===== src/rtl/core/bvm_frame_mem.sv =====
module bvm_frame_mem (
  input  logic        clk,
  input  logic        we,
  input  logic [4:0]  waddr,
  input  logic [63:0] wdata,
  input  logic [4:0]  raddr,
  output logic [63:0] rdata
);
  logic [63:0] mem [32];

  always_ff @(posedge clk) begin
    if (we) begin
      mem[waddr] <= wdata;
    end
    rdata <= mem[raddr];
  end

endmodule


===== config.mk =====
export PLATFORM = sky130hd
export DESIGN_NAME = bvm_frame_mem
export DESIGN_NICKNAME = d
export VERILOG_FILES = /design/src/rtl/core/bvm_frame_mem.sv
export SDC_FILE = /design/constraint.sdc
export NUM_CORES = 2
export LEC_CHECK = 0
export ABC_AREA = 1
export BUFFER_PORTS_ARGS = -buffer_cell sky130_fd_sc_hd__buf_2
export CAP_MARGIN = 0
export CORE_ASPECT_RATIO = 1.1
export CORE_UTILIZATION = 25
export DETAILED_ROUTE_END_ITERATION = 6
export PLACE_DENSITY = 0.47
export REMOVE_ABC_BUFFERS = 1
export SLEW_MARGIN = 0
export SYNTH_ARGS = -nofsm -noshare
export SYNTH_HDL_FRONTEND = slang
export SYNTH_SLANG_ARGS = --single-unit

===== constraint.sdc =====
create_clock -name clk -period 9.61 [get_ports clk]
set_input_delay 0.961 -clock clk [delete_from_list [all_inputs] [get_ports clk]]
set_output_delay 0.961 -clock clk [all_outputs]
set_load 0.05 [all_outputs]

==> results summary <==
The clock root buffer is sky130_fd_sc_hd__clkbuf_16. The share of total power dissipated in the clock network is a little over two fifths. The flow ran to the end, and the final reports show no timing, DRC or antenna violations. The power density relative to cell area came out at 209 nW/um2. For this run, the leading register cell type out of synthesis is sky130_fd_sc_hd__edfxtp_1. The worst hold path begins at wdata[4]. The total I/O pin count came out at 140. The final-report hold violation count is 0.

The floorplan step defined a die boundary enclosing 334000 um2. Setup slack on the worst reg-to-reg path comes out at 8240 ps. The final hold slack is about 580 ps. The worst IR drop on VDD is approximately 0.16 mV. The sequential fraction of design power came out at about half. Of the cells placed in the final design, the portion with a size suffix greater than 1 is ~8.5%.

The via count came out at around 53000. The number of max-slew violations in the final report came out at 0. The initial core utilization came out at 25.2%.

The net switching power came out at between 0.004 and 0.005 W. The post-synthesis cell type count is 13. The length in cells of the worst reg-to-reg path is 6.

The height of the die is about 610 um. The number of instances in the synthesized netlist is just under 7000. The cell area after layout is about 95000 um2.

The share of total power consumed by net switching came out at 23.4%. In the synthesized netlist, the cells that appear most often are sky130_fd_sc_hd__nand2_1 (2376), sky130_fd_sc_hd__edfxtp_1 (2048), sky130_fd_sc_hd__nand3_1 (1800). TritonCTS built the clock tree. The wire length of the first global-routing pass is around 370000 um. The pin count of the biggest net entering global routing is between 200 and 300.

The worst setup path is of the in2reg kind. Counting instances, the worst hold path has a depth of 1. The accumulated negative setup slack is 0 ps. The worst clock skew is roughly 48 ps. The number of global-route vias before repair is between 50000 and 60000.

The first-iteration detailed-routing DRC count came out at 4774. The number of buffers inserted for hold repair after clock tree synthesis came out at 0. The Yosys step of the flow raised 0 warnings. The most instantiated library cell after synthesis is sky130_fd_sc_hd__nand2_1. The number of register bits inferred by synthesis is 2112.

The mean area per synthesized cell came out at about 12 um2. Global routing finished with a remaining overflow of 0. The signed area change from the synthesized netlist to the final layout is 14.9%. The share of the synthesized area in the top cell type came out at between 70% and 80%.

The worst register-to-register path ends at rdata[31]. The initial antenna violation count is 34. The overall fraction of global-route tracks in use is 15.3%.

Timing analysis after detailed placement gives a worst setup slack of between 5000 and 6000 ps. The shortest clock period the worst path allows after layout is roughly 3700 ps. The biggest area contributor in the post-synthesis netlist is sky130_fd_sc_hd__edfxtp_1. Max-cap violations in this run came to 0.

The path with the worst hold slack has its endpoint at mem[18][4]. STA puts the critical path data required time at 10350 ps. The count of antenna-violating nets left after detailed routing is 0. Dividing the final minimum period by the clock period gives a little under two fifths. Wires add up to 261000 um. The clock-pin slew on the worst setup and hold paths came out at ~60 ps. For this run, the post-layout net count is about 6900.

Routability-driven placement finished with a final weighted congestion of approximately 0.75. The post-place instance area is around 90000 um2. The maximum level of the CTS H-tree came out at 4. The number of flops mapped to enable cells by yosys is slightly above 2000.

The count of standard-cell rows is roughly 220. The internal cell power came out at 0.0153 W. In this run the standard cell core region covers 330000 um2. The number of buffers inserted by port buffering came out at approximately 140.

The largest buffer count on any clock path came out at 3. Sorting the synthesized cells by area gives the leading types as sky130_fd_sc_hd__edfxtp_1 (74%), sky130_fd_sc_hd__nand3_1 (11%), sky130_fd_sc_hd__nand2_1 (11%). The start of the worst register-to-register path is mem[1][31]. The buffer count from post-CTS setup fixing is 0. For the pin with the worst max-slew slack, the measured transition is about 1300 ps.

The setup violation total in the final timing report is 0. The total power draw came out at ~0.02 W. In this run, the combinational gates consume under 10% of the power.

From left edge to right edge, the die measures approximately 550 um. The critical path startpoint category is an input port. Summing every instance area after synthesis gives between 80000 and 90000 um2. The relative slew slack is about an eighth. STA classifies the critical path endpoint as a register.

The static leakage is 33.0 nW. The number of instances resized during post-cts repair came out at 0. The async set or reset register ratio after synthesis is 0%. The highest clock rate is approximately 270 MHz. For this run, the detailed router's first-pass iteration total came to 5.

In the routed design, unresolved DRC markers number 0. Setup repair after global routing left no endpoint under its margin. Along the worst path, the maximum fanout reaches 63. The number of buffers created by CTS came out at 224. The average wire per cell in the routed design came out at approximately 23 um.

The fraction of the yosys area taken by sequential cells is 75.6%. The wire-length estimate of the detail-placed layout is 127000 um. The later pin in the worst-skew pair is clocked with a latency of ~860 ps.

The signal arrival time at the worst endpoint is between 4000 and 5000 ps. The tightest min-delay check is of the in2reg type. The worst path meets setup with ~6000 ps of slack. Counting every sink on the clock net gives between 2000 and 2500.

In the routed layout, each cell is associated on average with a via count of roughly 4.6.
==> flip-flops by register name (all words and copies together) (netlist names) <==
name / count
mem: 2048
rdata: 64
==> power groups by stage <==
stage                     Combinational [W]  Clock [W]  Sequential (W)
after detailed placement            0.00125          0          0.0105
final                               0.00123    0.00842          0.0103
after global routing                0.00135    0.00893          0.0103
after floorplan                    0.000550          0          0.0106
after CTS                           0.00125    0.00861          0.0103
after global placement              0.00124          0          0.0105
==> kinds of logic after synthesis <==
logic type	Yosys count	synth area share, %
DFF	2112	75.6
and+or+nand+nor	4208	21.7
buffers and inverters	448	2.61
==> placed cells by master, fill, tap and decap left out, drive strengths merged <==
cell / instances
clkinvlp: 2
diode: 6
bufinv: 13
inv: 15
nand3: 1800
buf: 246
nand2: 2376
nor2: 32
clkinv: 101
clkbuf: 302
dfxtp: 64
edfxtp: 2048
==> through the flow <==
stage / std cells / utilization (%)
5_1_grt: 11348 / 28.9
3_5_place_dp: 10925 / 26.7
3_3_place_gp: 10925 / 26.7
4_1_cts: 11347 / 28.9
2_1_floorplan: 6330 / -
6_report: 11353 / 28.9
==> worst max-delay path: stages <==
cell and delay (ps):
sky130_fd_sc_hd__buf_8 400, sky130_fd_sc_hd__buf_4 680, sky130_fd_sc_hd__buf_4 720, sky130_fd_sc_hd__buf_4 770, sky130_fd_sc_hd__nand3_1 150, sky130_fd_sc_hd__nand3_1 120, sky130_fd_sc_hd__nand2_1 80, sky130_fd_sc_hd__nand2_1 90
sky130_fd_sc_hd__nand2_1 80, sky130_fd_sc_hd__nand2_1 60, sky130_fd_sc_hd__nand2_1 70
==> how the worst max path moves through the flow <==
stage | slack, ps | endpoint | cells past startpoint | start
floorplan | 3170 | rdata[17] | 9 | raddr[0]
global placement | 5110 | mem[31][58] | 5 | we
detailed placement | 5050 | rdata[60] | 11 | raddr[1]
CTS | 5990 | rdata[60] | 11 | raddr[1]
global route | 5830 | rdata[43] | 11 | raddr[1]
finish | 5950 | rdata[60] | 11 | raddr[1]
==> final cells by class <==
cell class,instances,area [um2]
fill,33475,235000
sequential,2112,62800
multi-input combinational,4208,18300
clock buffer,301,6060
tap,4348,5440
timing repair buffer,247,1630
clock inverter,121,1070
inverter,10,81.3
antenna,6,15.0
==> routing by layer <==
metal  wire length [um]  global-route usage, %  vias up
met5                 70                      0        -
met4               6760                   4.33       10
met3              11700                   1.86      380
met2             130000                   26.6     1401
met1             112000                   20.0    26871
li1                   -                      -    24102
(Power assumes the default switching activity.)
